`src/design/sts_pkg.sv`:
```
`default_nettype none
// ----------------------------------------------------------------------------
// sts_pkg
// Shared types, character codes and classification helpers for the script
// token scanner.
// ----------------------------------------------------------------------------
package sts_pkg;

    localparam int LENGTH_BITS_DEF   = 16;
    localparam int POSITION_BITS_DEF = 32;

    // fixed widths of the result fields on the port
    localparam int TOKEN_LEN_W = 16;
    localparam int TOKEN_POS_W = 32;
    localparam int KIND_W      = 5;

    // result queue
    localparam int RQ_DEPTH = 4;
    localparam int RQ_PTR_W = 2;
    localparam int RQ_CNT_W = 3;

    typedef enum logic [KIND_W-1:0] {
        K_IF      = 5'd0,
        K_THEN    = 5'd1,
        K_ELSE    = 5'd2,
        K_ENDIF   = 5'd3,
        K_AND     = 5'd4,
        K_OR      = 5'd5,
        K_EQ      = 5'd6,
        K_NE      = 5'd7,
        K_NOT     = 5'd8,
        K_LPAREN  = 5'd9,
        K_RPAREN  = 5'd10,
        K_SEMI    = 5'd11,
        K_COMMA   = 5'd12,
        K_CONCAT  = 5'd13,
        K_NEWLINE = 5'd14,
        K_SPACE   = 5'd15,
        K_COMMENT = 5'd16,
        K_WORD    = 5'd17,
        K_QUOTED  = 5'd18,
        K_UNKNOWN = 5'd19,
        K_UNTERM  = 5'd20
    } kind_t;

    typedef enum logic [18:0] {
        MODE_IDLE    = 19'h00001,
        MODE_WORD    = 19'h00002,
        MODE_SPACE   = 19'h00004,
        MODE_COMMENT = 19'h00008,
        MODE_QUOTE   = 19'h00010,
        MODE_AMP     = 19'h00020,
        MODE_BAR     = 19'h00040,
        MODE_EQ      = 19'h00080,
        MODE_BANG    = 19'h00100,
        MODE_I       = 19'h00200,
        MODE_T       = 19'h00400,
        MODE_TH      = 19'h00800,
        MODE_THE     = 19'h01000,
        MODE_E       = 19'h02000,
        MODE_EL      = 19'h04000,
        MODE_ELS     = 19'h08000,
        MODE_EN      = 19'h10000,
        MODE_END     = 19'h20000,
        MODE_ENDI    = 19'h40000
    } mode_t;

    typedef struct packed {
        logic                   final_token;
        logic [TOKEN_POS_W-1:0] token_start;
        logic [TOKEN_LEN_W-1:0] token_length;
        kind_t                  token_kind;
    } token_t;

    // up to two tokens produced by one text byte
    typedef struct packed {
        logic [1:0]     count;
        token_t [1:0]   item;
    } push_t;

    localparam logic [7:0] CH_A      = "a";
    localparam logic [7:0] CH_D      = "d";
    localparam logic [7:0] CH_E      = "e";
    localparam logic [7:0] CH_F      = "f";
    localparam logic [7:0] CH_H      = "h";
    localparam logic [7:0] CH_I      = "i";
    localparam logic [7:0] CH_L      = "l";
    localparam logic [7:0] CH_N      = "n";
    localparam logic [7:0] CH_S      = "s";
    localparam logic [7:0] CH_T      = "t";
    localparam logic [7:0] CH_AMP    = "&";
    localparam logic [7:0] CH_BAR    = "|";
    localparam logic [7:0] CH_EQ     = "=";
    localparam logic [7:0] CH_BANG   = "!";
    localparam logic [7:0] CH_LPAREN = "(";
    localparam logic [7:0] CH_RPAREN = ")";
    localparam logic [7:0] CH_SEMI   = ";";
    localparam logic [7:0] CH_COMMA  = ",";
    localparam logic [7:0] CH_PLUS   = "+";
    localparam logic [7:0] CH_HASH   = "#";
    localparam logic [7:0] CH_QUOTE  = 8'h22;
    localparam logic [7:0] CH_BSLASH = 8'h5C;
    localparam logic [7:0] CH_NL     = 8'h0A;
    localparam logic [7:0] CH_TAB    = 8'h09;
    localparam logic [7:0] CH_VT     = 8'h0B;
    localparam logic [7:0] CH_FF     = 8'h0C;
    localparam logic [7:0] CH_CR     = 8'h0D;
    localparam logic [7:0] CH_SP     = 8'h20;
    localparam logic [7:0] CH_UNDER  = "_";
    localparam logic [7:0] CH_COLON  = ":";
    localparam logic [7:0] CH_SLASH  = "/";
    localparam logic [7:0] CH_DOT    = ".";

    function automatic logic is_word_char(input logic [7:0] c);
        return (c >= "a" && c <= "z") || (c >= "A" && c <= "Z") ||
               (c >= "0" && c <= "9") || c == CH_UNDER || c == CH_COLON ||
               c == CH_SLASH || c == CH_DOT;
    endfunction

    function automatic logic is_space_char(input logic [7:0] c);
        return c == CH_SP || c == CH_TAB || c == CH_VT || c == CH_FF || c == CH_CR;
    endfunction

endpackage
`default_nettype wire

```
`src/design/sts_scan_unit.sv`:
```
`default_nettype none
// ----------------------------------------------------------------------------
// sts_scan_unit
// Scanner state and the per-byte step: one text byte in, up to two
// finished tokens out.
// ----------------------------------------------------------------------------
module sts_scan_unit #(
    parameter int LENGTH_BITS   = sts_pkg::LENGTH_BITS_DEF,
    parameter int POSITION_BITS = sts_pkg::POSITION_BITS_DEF
) (
    input  wire logic          clk,
    input  wire logic          rst_n,
    input  wire logic          step,
    input  wire logic [7:0]    text_byte,
    input  wire logic          last_byte,
    output sts_pkg::push_t     push
);

    localparam int LB = LENGTH_BITS;
    localparam int PB = POSITION_BITS;
    localparam int LW = (LB > sts_pkg::TOKEN_LEN_W) ? LB : sts_pkg::TOKEN_LEN_W;
    localparam int PW = (PB > sts_pkg::TOKEN_POS_W) ? PB : sts_pkg::TOKEN_POS_W;
    localparam logic [LB-1:0] LEN_MAX = '1;
    localparam logic [LB-1:0] LEN_ONE = LB'(1);
    localparam logic [LB-1:0] LEN_TWO = LB'(2);

    sts_pkg::mode_t  mode_reg,  mode_next;
    logic [LB-1:0]   len_reg,   len_next;
    logic [PB-1:0]   start_reg, start_next;
    logic [PB-1:0]   pos_reg,   pos_next;
    logic            esc_reg,   esc_next;

    function automatic logic [sts_pkg::TOKEN_LEN_W-1:0] len_out(input logic [LB-1:0] v);
        logic [LW-1:0] w;
        w = LW'(v);
        return w[sts_pkg::TOKEN_LEN_W-1:0];
    endfunction

    function automatic logic [sts_pkg::TOKEN_POS_W-1:0] pos_out(input logic [PB-1:0] v);
        logic [PW-1:0] w;
        w = PW'(v);
        return w[sts_pkg::TOKEN_POS_W-1:0];
    endfunction

    // token start decode for the current byte
    sts_pkg::mode_t  st_mode;
    logic            st_emit;
    sts_pkg::kind_t  st_kind;

    always_comb
    begin
        st_mode = sts_pkg::MODE_IDLE;
        st_emit = 1'b0;
        st_kind = sts_pkg::K_UNKNOWN;
        case (text_byte)
            sts_pkg::CH_I:      st_mode = sts_pkg::MODE_I;
            sts_pkg::CH_T:      st_mode = sts_pkg::MODE_T;
            sts_pkg::CH_E:      st_mode = sts_pkg::MODE_E;
            sts_pkg::CH_AMP:    st_mode = sts_pkg::MODE_AMP;
            sts_pkg::CH_BAR:    st_mode = sts_pkg::MODE_BAR;
            sts_pkg::CH_EQ:     st_mode = sts_pkg::MODE_EQ;
            sts_pkg::CH_BANG:   st_mode = sts_pkg::MODE_BANG;
            sts_pkg::CH_HASH:   st_mode = sts_pkg::MODE_COMMENT;
            sts_pkg::CH_QUOTE:  st_mode = sts_pkg::MODE_QUOTE;
            sts_pkg::CH_LPAREN: begin st_emit = 1'b1; st_kind = sts_pkg::K_LPAREN;  end
            sts_pkg::CH_RPAREN: begin st_emit = 1'b1; st_kind = sts_pkg::K_RPAREN;  end
            sts_pkg::CH_SEMI:   begin st_emit = 1'b1; st_kind = sts_pkg::K_SEMI;    end
            sts_pkg::CH_COMMA:  begin st_emit = 1'b1; st_kind = sts_pkg::K_COMMA;   end
            sts_pkg::CH_PLUS:   begin st_emit = 1'b1; st_kind = sts_pkg::K_CONCAT;  end
            sts_pkg::CH_NL:     begin st_emit = 1'b1; st_kind = sts_pkg::K_NEWLINE; end
            default:
            begin
                if (sts_pkg::is_space_char(text_byte))
                    st_mode = sts_pkg::MODE_SPACE;
                else if (sts_pkg::is_word_char(text_byte))
                    st_mode = sts_pkg::MODE_WORD;
                else
                    st_emit = 1'b1;
            end
        endcase
    end

    // keyword progress: expected byte, follow-on mode, completion kind
    logic [7:0]      kw_want;
    sts_pkg::mode_t  kw_follow;
    logic            kw_done;
    sts_pkg::kind_t  kw_kind;

    always_comb
    begin
        kw_want   = sts_pkg::CH_F;
        kw_follow = sts_pkg::MODE_IDLE;
        kw_done   = 1'b0;
        kw_kind   = sts_pkg::K_ENDIF;
        case (mode_reg)
            sts_pkg::MODE_I:    begin kw_want = sts_pkg::CH_F; kw_done = 1'b1; kw_kind = sts_pkg::K_IF; end
            sts_pkg::MODE_T:    begin kw_want = sts_pkg::CH_H; kw_follow = sts_pkg::MODE_TH;  end
            sts_pkg::MODE_TH:   begin kw_want = sts_pkg::CH_E; kw_follow = sts_pkg::MODE_THE; end
            sts_pkg::MODE_THE:  begin kw_want = sts_pkg::CH_N; kw_done = 1'b1; kw_kind = sts_pkg::K_THEN; end
            sts_pkg::MODE_EL:   begin kw_want = sts_pkg::CH_S; kw_follow = sts_pkg::MODE_ELS; end
            sts_pkg::MODE_ELS:  begin kw_want = sts_pkg::CH_E; kw_done = 1'b1; kw_kind = sts_pkg::K_ELSE; end
            sts_pkg::MODE_EN:   begin kw_want = sts_pkg::CH_D; kw_follow = sts_pkg::MODE_END;  end
            sts_pkg::MODE_END:  begin kw_want = sts_pkg::CH_I; kw_follow = sts_pkg::MODE_ENDI; end
            default:            begin kw_want = sts_pkg::CH_F; kw_done = 1'b1; kw_kind = sts_pkg::K_ENDIF; end
        endcase
    end

    logic [LB-1:0]   len_inc;
    assign len_inc = (len_reg == LEN_MAX) ? len_reg : len_reg + LEN_ONE;

    logic            a_vld;
    sts_pkg::kind_t  a_kind;
    logic [LB-1:0]   a_len;
    logic            do_start;
    sts_pkg::mode_t  mode_mid;
    logic [LB-1:0]   len_mid;
    logic [PB-1:0]   start_mid;
    logic            esc_mid;
    logic            c_vld;
    sts_pkg::kind_t  c_kind;
    logic [LB-1:0]   c_len;
    logic            is_word;
    logic            is_space;

    assign is_word  = sts_pkg::is_word_char(text_byte);
    assign is_space = sts_pkg::is_space_char(text_byte);

    always_comb
    begin
        a_vld     = 1'b0;
        a_kind    = sts_pkg::K_WORD;
        a_len     = len_reg;
        do_start  = 1'b0;
        mode_mid  = mode_reg;
        len_mid   = len_reg;
        start_mid = start_reg;
        esc_mid   = esc_reg;

        case (mode_reg)
            sts_pkg::MODE_IDLE:
                do_start = 1'b1;
            sts_pkg::MODE_WORD:
            begin
                if (is_word)
                    len_mid = len_inc;
                else
                begin
                    a_vld = 1'b1; a_kind = sts_pkg::K_WORD; do_start = 1'b1;
                end
            end
            sts_pkg::MODE_SPACE:
            begin
                if (is_space)
                    len_mid = len_inc;
                else
                begin
                    a_vld = 1'b1; a_kind = sts_pkg::K_SPACE; do_start = 1'b1;
                end
            end
            sts_pkg::MODE_COMMENT:
            begin
                if (text_byte != sts_pkg::CH_NL)
                    len_mid = len_inc;
                else
                begin
                    a_vld = 1'b1; a_kind = sts_pkg::K_COMMENT; do_start = 1'b1;
                end
            end
            sts_pkg::MODE_QUOTE:
            begin
                len_mid = len_inc;
                if (text_byte == sts_pkg::CH_BSLASH || esc_reg)
                    esc_mid = ~esc_reg;
                else if (text_byte == sts_pkg::CH_QUOTE)
                begin
                    a_vld = 1'b1; a_kind = sts_pkg::K_QUOTED; a_len = len_inc;
                    mode_mid = sts_pkg::MODE_IDLE;
                end
            end
            sts_pkg::MODE_AMP, sts_pkg::MODE_BAR, sts_pkg::MODE_EQ:
            begin
                a_vld = 1'b1;
                if ((mode_reg == sts_pkg::MODE_AMP && text_byte == sts_pkg::CH_AMP) ||
                    (mode_reg == sts_pkg::MODE_BAR && text_byte == sts_pkg::CH_BAR) ||
                    (mode_reg == sts_pkg::MODE_EQ  && text_byte == sts_pkg::CH_EQ))
                begin
                    a_len    = LEN_TWO;
                    mode_mid = sts_pkg::MODE_IDLE;
                    a_kind   = (mode_reg == sts_pkg::MODE_AMP) ? sts_pkg::K_AND :
                               (mode_reg == sts_pkg::MODE_BAR) ? sts_pkg::K_OR : sts_pkg::K_EQ;
                end
                else
                begin
                    a_kind = sts_pkg::K_UNKNOWN; a_len = LEN_ONE; do_start = 1'b1;
                end
            end
            sts_pkg::MODE_BANG:
            begin
                a_vld = 1'b1;
                if (text_byte == sts_pkg::CH_EQ)
                begin
                    a_kind = sts_pkg::K_NE; a_len = LEN_TWO; mode_mid = sts_pkg::MODE_IDLE;
                end
                else
                begin
                    a_kind = sts_pkg::K_NOT; a_len = LEN_ONE; do_start = 1'b1;
                end
            end
            default:
            begin
                // keyword prefixes
                if (mode_reg == sts_pkg::MODE_E &&
                    (text_byte == sts_pkg::CH_L || text_byte == sts_pkg::CH_N))
                begin
                    len_mid  = len_inc;
                    mode_mid = (text_byte == sts_pkg::CH_L) ? sts_pkg::MODE_EL
                                                            : sts_pkg::MODE_EN;
                end
                else if (mode_reg != sts_pkg::MODE_E && text_byte == kw_want)
                begin
                    len_mid = len_inc;
                    if (kw_done)
                    begin
                        a_vld = 1'b1; a_kind = kw_kind; a_len = len_inc;
                        mode_mid = sts_pkg::MODE_IDLE;
                    end
                    else
                        mode_mid = kw_follow;
                end
                else if (is_word)
                begin
                    len_mid  = len_inc;
                    mode_mid = sts_pkg::MODE_WORD;
                end
                else
                begin
                    a_vld = 1'b1; a_kind = sts_pkg::K_WORD; do_start = 1'b1;
                end
            end
        endcase

        if (a_vld && !do_start)
            mode_mid = sts_pkg::MODE_IDLE;

        if (do_start)
        begin
            start_mid = pos_reg;
            len_mid   = LEN_ONE;
            esc_mid   = 1'b0;
            mode_mid  = st_emit ? sts_pkg::MODE_IDLE : st_mode;
        end

        // flush of the open token on the final byte
        c_vld  = 1'b0;
        c_kind = sts_pkg::K_WORD;
        c_len  = len_mid;
        if (last_byte)
        begin
            c_vld = 1'b1;
            case (mode_mid)
                sts_pkg::MODE_IDLE:    c_vld  = 1'b0;
                sts_pkg::MODE_SPACE:   c_kind = sts_pkg::K_SPACE;
                sts_pkg::MODE_COMMENT: c_kind = sts_pkg::K_COMMENT;
                sts_pkg::MODE_QUOTE:   c_kind = sts_pkg::K_UNTERM;
                sts_pkg::MODE_AMP, sts_pkg::MODE_BAR, sts_pkg::MODE_EQ:
                begin
                    c_kind = sts_pkg::K_UNKNOWN; c_len = LEN_ONE;
                end
                sts_pkg::MODE_BANG:
                begin
                    c_kind = sts_pkg::K_NOT; c_len = LEN_ONE;
                end
                default:               c_kind = sts_pkg::K_WORD;
            endcase
        end
    end

    // pack the candidate tokens in order into the two push slots
    sts_pkg::token_t [2:0] cand;
    logic [2:0]            cand_vld;

    always_comb
    begin
        cand_vld = {c_vld, do_start && st_emit, a_vld};

        cand[0].final_token  = 1'b0;
        cand[0].token_start  = pos_out(start_reg);
        cand[0].token_length = len_out(a_len);
        cand[0].token_kind   = a_kind;

        cand[1].final_token  = 1'b0;
        cand[1].token_start  = pos_out(pos_reg);
        cand[1].token_length = len_out(LEN_ONE);
        cand[1].token_kind   = st_kind;

        cand[2].final_token  = 1'b0;
        cand[2].token_start  = pos_out(start_mid);
        cand[2].token_length = len_out(c_len);
        cand[2].token_kind   = c_kind;
    end

    always_comb
    begin
        push.count = 2'd0;
        push.item  = {cand[0], cand[0]};
        for (int i = 0; i < 3; i++)
        begin
            if (cand_vld[i] && push.count != 2'd2)
            begin
                push.item[push.count[0]] = cand[i];
                push.count = push.count + 2'd1;
            end
        end
        if (last_byte && push.count != 2'd0)
            push.item[push.count[0] ^ 1'b1].final_token = 1'b1;
        if (!step)
            push.count = 2'd0;
    end

    always_comb
    begin
        if (last_byte)
        begin
            mode_next  = sts_pkg::MODE_IDLE;
            len_next   = '0;
            start_next = '0;
            pos_next   = '0;
            esc_next   = 1'b0;
        end
        else
        begin
            mode_next  = mode_mid;
            len_next   = len_mid;
            start_next = start_mid;
            pos_next   = pos_reg + PB'(1);
            esc_next   = esc_mid;
        end
    end

    always_ff @(posedge clk or negedge rst_n)
    begin
        if (!rst_n)
        begin
            mode_reg  <= sts_pkg::MODE_IDLE;
            len_reg   <= '0;
            start_reg <= '0;
            pos_reg   <= '0;
            esc_reg   <= 1'b0;
        end
        else if (step)
        begin
            mode_reg  <= mode_next;
            len_reg   <= len_next;
            start_reg <= start_next;
            pos_reg   <= pos_next;
            esc_reg   <= esc_next;
        end
    end

endmodule
`default_nettype wire

```
`src/design/sts_result_fifo.sv`:
```
`default_nettype none
// ----------------------------------------------------------------------------
// sts_result_fifo
// Four-entry token queue: up to two writes and one read per cycle.
// ----------------------------------------------------------------------------
module sts_result_fifo (
    input  wire logic                              clk,
    input  wire logic                              rst_n,
    input  wire sts_pkg::push_t                    push,
    input  wire logic                              pop,
    output sts_pkg::token_t                        head,
    output logic                                   head_vld,
    output logic [sts_pkg::RQ_CNT_W-1:0]           level
);

    sts_pkg::token_t                 entry_reg [sts_pkg::RQ_DEPTH];
    logic [sts_pkg::RQ_PTR_W-1:0]    wr_ptr_reg, wr_ptr_next;
    logic [sts_pkg::RQ_PTR_W-1:0]    rd_ptr_reg, rd_ptr_next;
    logic [sts_pkg::RQ_CNT_W-1:0]    cnt_reg,    cnt_next;
    logic [sts_pkg::RQ_PTR_W-1:0]    wr_ptr_plus1;

    assign wr_ptr_plus1 = wr_ptr_reg + sts_pkg::RQ_PTR_W'(1);
    assign wr_ptr_next  = wr_ptr_reg + sts_pkg::RQ_PTR_W'(push.count);
    assign rd_ptr_next  = pop ? rd_ptr_reg + sts_pkg::RQ_PTR_W'(1) : rd_ptr_reg;
    assign cnt_next     = cnt_reg + sts_pkg::RQ_CNT_W'(push.count)
                          - sts_pkg::RQ_CNT_W'(pop);

    assign head     = entry_reg[rd_ptr_reg];
    assign head_vld = (cnt_reg != '0);
    assign level    = cnt_reg;

    always_ff @(posedge clk)
    begin
        if (push.count != 2'd0)
            entry_reg[wr_ptr_reg] <= push.item[0];
        if (push.count == 2'd2)
            entry_reg[wr_ptr_plus1] <= push.item[1];
    end

    always_ff @(posedge clk or negedge rst_n)
    begin
        if (!rst_n)
        begin
            wr_ptr_reg <= '0;
            rd_ptr_reg <= '0;
            cnt_reg    <= '0;
        end
        else
        begin
            wr_ptr_reg <= wr_ptr_next;
            rd_ptr_reg <= rd_ptr_next;
            cnt_reg    <= cnt_next;
        end
    end

endmodule
`default_nettype wire

```
`src/design/script_token_scanner_core.sv`:
```
`default_nettype none
// ----------------------------------------------------------------------------
// script_token_scanner_core
// Byte-stream script tokenizer: one token transaction per recognized token.
// ----------------------------------------------------------------------------
// Text bytes enter on s_axis, one per cycle while s_axis_tready is high, with
// s_axis_tlast on the final byte of a text; each finished token leaves on
// m_axis as kind, length and start offset, with m_axis_tlast on the last
// token of the text. A byte is registered, stepped through the scanner and
// its tokens (zero, one or two) land in a four-entry result queue. Input
// advances at one byte per cycle whenever the queue has room for two tokens;
// a byte that closes one token and is itself a one-byte token (or closes a
// token at end of text) puts two tokens in the queue, which drains one per
// cycle while m_axis_tready is high. The first token reaches m_axis through
// the input register and the result queue. After a final byte the scanner
// is back in its reset state and the next text starts at offset 0.
// ----------------------------------------------------------------------------
module script_token_scanner_core #(
    parameter int LENGTH_BITS   = sts_pkg::LENGTH_BITS_DEF,
    parameter int POSITION_BITS = sts_pkg::POSITION_BITS_DEF
) (
    input  wire logic        clk,
    input  wire logic        rst_n,

    input  wire logic        s_axis_tvalid,
    output logic             s_axis_tready,
    input  wire logic [7:0]  s_axis_tdata,   // [7:0] text_byte
    input  wire logic        s_axis_tlast,   // last_byte

    output logic             m_axis_tvalid,
    input  wire logic        m_axis_tready,
    output logic [55:0]      m_axis_tdata,   // [4:0] token_kind, [20:5] token_length,
                                             // [52:21] token_start, [55:53] zero
    output logic             m_axis_tlast    // final_token
);

    logic        in_vld_reg,  in_vld_next;
    logic [7:0]  in_byte_reg;
    logic        in_last_reg;
    logic        step;

    sts_pkg::push_t                 push;
    sts_pkg::token_t                head;
    logic                           head_vld;
    logic [sts_pkg::RQ_CNT_W-1:0]   level;

    // room for the worst case of two tokens from one byte
    assign step          = in_vld_reg &&
                           (level <= sts_pkg::RQ_CNT_W'(sts_pkg::RQ_DEPTH - 2));
    assign s_axis_tready = !in_vld_reg || step;
    assign in_vld_next   = s_axis_tready ? s_axis_tvalid : in_vld_reg;

    always_ff @(posedge clk or negedge rst_n)
    begin
        if (!rst_n)
            in_vld_reg <= 1'b0;
        else
            in_vld_reg <= in_vld_next;
    end

    always_ff @(posedge clk)
    begin
        if (s_axis_tvalid && s_axis_tready)
        begin
            in_byte_reg <= s_axis_tdata;
            in_last_reg <= s_axis_tlast;
        end
    end

    sts_scan_unit #(
        .LENGTH_BITS   (LENGTH_BITS),
        .POSITION_BITS (POSITION_BITS)
    ) u_scan (
        .clk       (clk),
        .rst_n     (rst_n),
        .step      (step),
        .text_byte (in_byte_reg),
        .last_byte (in_last_reg),
        .push      (push)
    );

    sts_result_fifo u_fifo (
        .clk      (clk),
        .rst_n    (rst_n),
        .push     (push),
        .pop      (m_axis_tvalid && m_axis_tready),
        .head     (head),
        .head_vld (head_vld),
        .level    (level)
    );

    assign m_axis_tvalid = head_vld;
    assign m_axis_tdata  = {3'b000, head.token_start, head.token_length, head.token_kind};
    assign m_axis_tlast  = head.final_token;

endmodule
`default_nettype wire

```
`config.mk`:
```
export PLATFORM = sky130hd
export DESIGN_NAME = script_token_scanner_core
export DESIGN_NICKNAME = d
export VERILOG_FILES = /design/src/design/sts_pkg.sv /design/src/design/sts_scan_unit.sv /design/src/design/sts_result_fifo.sv /design/src/design/script_token_scanner_core.sv
export SDC_FILE = /design/constraint.sdc
export NUM_CORES = 1
export LEC_CHECK = 0
export BUFFER_PORTS_ARGS = -buffer_cell sky130_fd_sc_hd__buf_4
export CORE_AREA = 2 2 185 187
export DETAILED_ROUTE_END_ITERATION = 8
export DIE_AREA = 0 0 187 189
export PLACE_DENSITY = 0.79
export SLEW_MARGIN = 20
export SYNTH_ARGS = -nofsm -noshare
export SYNTH_HDL_FRONTEND = slang
export SYNTH_HIERARCHICAL = 1
export SYNTH_SLANG_ARGS = --single-unit
```
`constraint.sdc`:
```
create_clock -name clk -period 9.7 [get_ports clk]
set_input_delay 2.91 -clock clk [delete_from_list [all_inputs] [get_ports clk]]
set_output_delay 2.91 -clock clk [all_outputs]
set_load 0.05 [all_outputs]
```
# After elaboration in Yosys (flattened, before gate mapping)
# Memory sizes are Yosys's and may differ from the RTL's.
# Index checks and enable logic that the tools add are counted.
# totals
mem_count	1
register_bits	117
ram_bits	216
output_inout_bits	59
# memory_table
name	words	width	rd	rd_clocked_by_memory_dff	wr	line	rtl
u_fifo.entry_reg	4	54	1	0	2	sts_result_fifo.sv:16	sts_pkg::token_t entry_reg [sts_pkg::RQ_DEPTH];
# op_classes
magnitude_cmp	13
reduce_logical	53
eq_ne	60
bitwise	2
add_sub_neg	9
n_mux	97
# op_table
op	n
$bwmux W108	3
$mux W19	13
$mux W16	15
$mux W110	2
$pmux W19 S10	1
$demux W54 S1	3
$mux W54	3
$eq A8 B6 Y1 const B	14
$mux W108	1
$mux W32	3
$pmux W19 S5	1
$pmux W5 S6	3
$pmux W16 S5	1
$pmux W19 S4	1
$eq A8 B7 Y1 const B	8
$pmux W16 S4	1
$eq A8 B4 Y1 const B	5
$mux W5	8
$eq A19 B1 Y1 const B	2
$eq A19 B3 Y1 const B	2
$eq A19 B4 Y1 const B	2
$eq A19 B5 Y1 const B	2
$eq A19 B6 Y1 const B	2
$eq A19 B7 Y1 const B	2
55 further kinds	136

# Longest topological paths before layout
# logic_depth
word_depth	32
mapped_depth	22
mapped_depth_nobuf	18

# By module
# The synthesis kept the hierarchy.
# by_module_without_submodules
mod	seq_area_each_um2	area_per_inst_um2	n_inst	cells_per_inst
sts_result_fifo	6661.4	11248.3	1	561
sts_scan_unit	2503.7	8246.7	1	990
script_token_scanner_core	295.3	361.6	1	21

# Worst setup path after synthesis
# Ideal clock, no wire load.
# synth_timing
path_kind	flip-flop to flip-flop
start	register u_scan.mode_reg[12]
end	memory u_fifo/entry_reg[0][0] (netlist name) (enable)
arrival_time_ns	7.876
setup_slack_ns	1.278
period_less_slack_ns	8.422
path_stages_with_launch	17
cell_sequence	dfrtp_1 or4_4 buf_6 or4_4 or4_4 nand3_2 xnor2_1 and3_4 buf_6 o21ba_2 ha_1 nand2b_1 nor2_2 xnor2_1 nor2_1 nor2_1 o31ai_1
# synth_rtl
element	line	rtl
start, declared	sts_scan_unit.sv:27	sts_pkg::mode_t mode_reg, mode_next;
start signal, assigned	sts_scan_unit.sv:344	mode_reg <= sts_pkg::MODE_IDLE;
start signal, assigned	sts_scan_unit.sv:352	mode_reg <= mode_next;
end, declared	sts_result_fifo.sv:16	

==> results.cfg <==
[run_status]
outcome = completed

[sta]
timing.fmax_mhz = 148
clock-skew-final_ns = 0.00997
final_min_period_over_clock_period_pct = 69.9
maxSlewHeadroom_pct = 21.7
report.final.hold_viol_count = 0
post-route-worst-setup-slack_ns = 2.92
maxSlewViolCount = 0
setup_viol_count_final = 0
grt_setup_unrepaired = false
finalSetupTns_ns = 0
period_minus_slack_ns = 6.78
worst_slew_pin_slew_ns = 1.17

[critical_path]
critPathTopFamily = simple AND/OR/NAND/NOR gates
arrival_ns = 7.05
required_ns = 9.97
crit_path_cell_trace = or4_1 > or4_4 > nor4_1 > nor4_1 > a211oi_1 > and3_4 > o21ba_2 > ha_1 > nand2b_1 > nor2_2 > a211oi_1 > and4bb_4 > buf_4 > mux2_2
worstSetupPathType = register to register
worst-r2r-setup-slack_ns = 2.92
setup.worst_path.end_class = register
max_stage_delay_ns = 0.82
worst_setup_path_start_kind = register
worst_path_max_delay_cell = sky130_fd_sc_hd__a211oi_1
critical_path_peak_fanout = 31
sum_of_buffers_and_inverters_on_the_critical_path = 1

[cts]
clk-insertion-delay-late_ns = 0.52
ctsLongestPathBuffers = 3
h-tree-depth = 2
register_clock_pin_slew_on_the_reported_worst_setup_and_hold_paths_ns = 0.06
tritoncts_num_sinks = 333
cts_inserted_buffers = 36
hold_buffers = 0
tritoncts_clock_tree = done
ctsResizeCount = 0
cts_root_buf = sky130_fd_sc_hd__clkbuf_16
post_cts_buffers = 0

[global_routing]
grt_usage_pct = 27.2
grt_use_met2_pct = 44.0
grt-ovfl-total = 0
pin_count_of_the_biggest_net_entering_global_routing = 71
first_global_vias = 13800
antenna_violations_before_repair = 0
met1_usage_pct = 38.6
global_route_wire_length_before_repair_um = 77200
grt_busiest_layer = met2
met3_track_demand_over_resource_pct = 3.24

[cells_and_area]
area_growth_pct = 9.35
final_nets = 1609
layout.cells.most_common = sky130_fd_sc_hd__edfxtp_1
final_layout_size_suffix_gt1_share_pct = 30.2
largest_reg_flops = 216
fillers = 2412
instances_no_fill = 2062
antenna-diode-count = 0
layout.cells.most_common_list = sky130_fd_sc_hd__edfxtp_1, sky130_fd_sc_hd__mux2_2, sky130_fd_sc_hd__dfrtp_1, sky130_fd_sc_hd__mux2_4, sky130_fd_sc_hd__nand2_1

[yosys]
synthCells = 1572
synth_area_um2 = 19900
ys_async_sr_fraction_pct = 32.4
synth.ff_latch_count = 333
synthesis.area_per_instance_um2 = 12.6
yosys.area.top_type = sky130_fd_sc_hd__edfxtp_1
yosysSeqAreaShare_pct = 47.6
edff_count_synth = 225
synth.top_cell.area_share_pct = 34.0
ys.flop_type = sky130_fd_sc_hd__edfxtp_1
synth.yosys.warnings = 6
count_of_distinct_cell_types_in_the_synthesized_netlist = 88
synth.top_cells.by_area = sky130_fd_sc_hd__edfxtp_1, sky130_fd_sc_hd__dfrtp_1, sky130_fd_sc_hd__mux2_2, sky130_fd_sc_hd__mux2_4, sky130_fd_sc_hd__mux4_2

[drt]
route.vias.total = 13800
drc_errors = 0
drt.antenna.violating_nets = 0
detail_route.wl_per_cell_um = 23.2
route.final.wire_length_um = 47800
via_per_inst = 6.70
drt-pass1-iter-count = 8
detail_route.iter0.violations = 1418

[die]
ioPinCount = 72
rows = 67
die-area_um2 = 35300
initial_utilization_pct = 59.7
chipWidth_um = 187
core-area_um2 = 33300
floorplan.die.height_um = 189

[power]
seq_power_share_pct = 31.9
leakagePower_nw = 8.00
peakVddDrop_v = 0.000252
power-per-cell-area_nw_per_um2 = 330
cellInternalPower_w = 0.00409
switching_share_pct = 42.9
netSwitchingPower_w = 0.00308
clock_power_share_pct = 18.9
power_frac_comb_pct = 49.2

[placement]
place.port_buffers = 68
gpl.final_weighted_congestion = 0.984
dp.cells = 1994
detailed_place_hpwl_um = 30500
dpl_worst_slack_ns = 2.98

[min_path]
min_path_type = register to register

[flow_run]
total_of_max_cap_violations = 0
## Yosys cell counts, types with 8 or more instances
library cell / number
sky130_fd_sc_hd__buf_6: 21
sky130_fd_sc_hd__nand4_1: 19
sky130_fd_sc_hd__mux2_1: 31
sky130_fd_sc_hd__xor2_1: 20
sky130_fd_sc_hd__edfxtp_1: 225
sky130_fd_sc_hd__buf_4: 15
sky130_fd_sc_hd__xnor2_1: 29
sky130_fd_sc_hd__o22ai_1: 27
sky130_fd_sc_hd__nor4_1: 16
sky130_fd_sc_hd__clkbuf_1: 55
sky130_fd_sc_hd__a21oi_1: 32
sky130_fd_sc_hd__nand2b_1: 16
sky130_fd_sc_hd__nand2_1: 90
sky130_fd_sc_hd__and2_1: 10
sky130_fd_sc_hd__a22oi_1: 39
sky130_fd_sc_hd__o2bb2ai_1: 48
sky130_fd_sc_hd__nor3_1: 28
sky130_fd_sc_hd__mux2_2: 149
sky130_fd_sc_hd__mux2_4: 99
sky130_fd_sc_hd__nor2b_1: 21
sky130_fd_sc_hd__o21ai_0: 45
sky130_fd_sc_hd__ha_1: 9
sky130_fd_sc_hd__mux4_2: 54
sky130_fd_sc_hd__buf_2: 19
sky130_fd_sc_hd__inv_1: 23
sky130_fd_sc_hd__o31ai_1: 9
sky130_fd_sc_hd__dfrtp_1: 107
sky130_fd_sc_hd__nor2_1: 88
sky130_fd_sc_hd__a22o_1: 8
sky130_fd_sc_hd__and3_1: 14
sky130_fd_sc_hd__or4_1: 8
sky130_fd_sc_hd__nand3_1: 46
sky130_fd_sc_hd__or3_1: 13
## metrics by stage
step	hold WS, ns	area [um^2]	total power (W)	util (%)
after floorplan	0.490	19900	0.00485	-
after global placement	0.506	20500	0.00570	61.6
after detailed placement	0.516	20500	0.00578	61.6
after CTS	0.531	21700	0.00715	65.1
after global routing	0.544	21700	0.00747	65.2
final	0.532	21700	0.00717	65.2
## logic make-up (layout without fill, tap and decap cells)
family,Yosys count,in the layout,synth area share [%]
flip-flops,333,333,47.6
XOR/XNOR,49,49,2.16
buffers and inverters,140,180,3.85
multiplexers,339,339,24.1
other,1,3,0.0189
AO/OA/AOI/OAI,282,282,10.4
AND/OR/NAND/NOR,418,418,11.2
adder cells (fa/ha/maj),10,10,0.668
## final cells by class
cell class / count / area (um^2) / share of cell area, %
Clock buffer: 47 / 1000 / 4.63
Clock inverter: 19 / 160 / 0.738
Inverter: 23 / 86.3 / 0.398
Multi-Input combinational cell: 1101 / 9720 / 44.8
Sequential cell: 333 / 9470 / 43.6
Tap cell: 448 / 561 / 2.58
Timing Repair Buffer: 91 / 716 / 3.30
## path summary, 6_finish.rpt
path	from	end	depth (start not counted)
max	u_scan/mode_reg[4]$_DFFE_PN0P_	u_fifo/entry_reg[3][53]$_DFFE_PP_	14
min	u_scan/start_reg[29]$_DFFE_PN0P_	u_scan/start_reg[29]$_DFFE_PN0P_	1
max reg2reg	u_scan/mode_reg[4]$_DFFE_PN0P_	u_fifo/entry_reg[3][53]$_DFFE_PP_	14
min reg2reg	u_scan/start_reg[29]$_DFFE_PN0P_	u_scan/start_reg[29]$_DFFE_PN0P_	1
max in group asynchronous	rst_n	u_fifo/rd_ptr_reg[0]$_DFFE_PN0P_	2
min in group asynchronous	rst_n	u_scan/mode_reg[17]$_DFFE_PN0P_	1
## power groups by stage
stage / clock, W / sequential, W / combinational [W]
finish: 0.00136 / 0.00229 / 0.00353
global route: 0.00143 / 0.00233 / 0.00371
CTS: 0.00138 / 0.00229 / 0.00349
detailed placement: 0 / 0.00232 / 0.00346
global placement: 0 / 0.00229 / 0.00341
floorplan: 0 / 0.00223 / 0.00262
## per-layer routing
metal	wire (um)	up-vias
met1	20400	6989
met2	22800	595
met3	3250	110
met4	1310	0
li1	-	6127
met5	0	-
No activity file was read; power rests on OpenSTA's default activity.
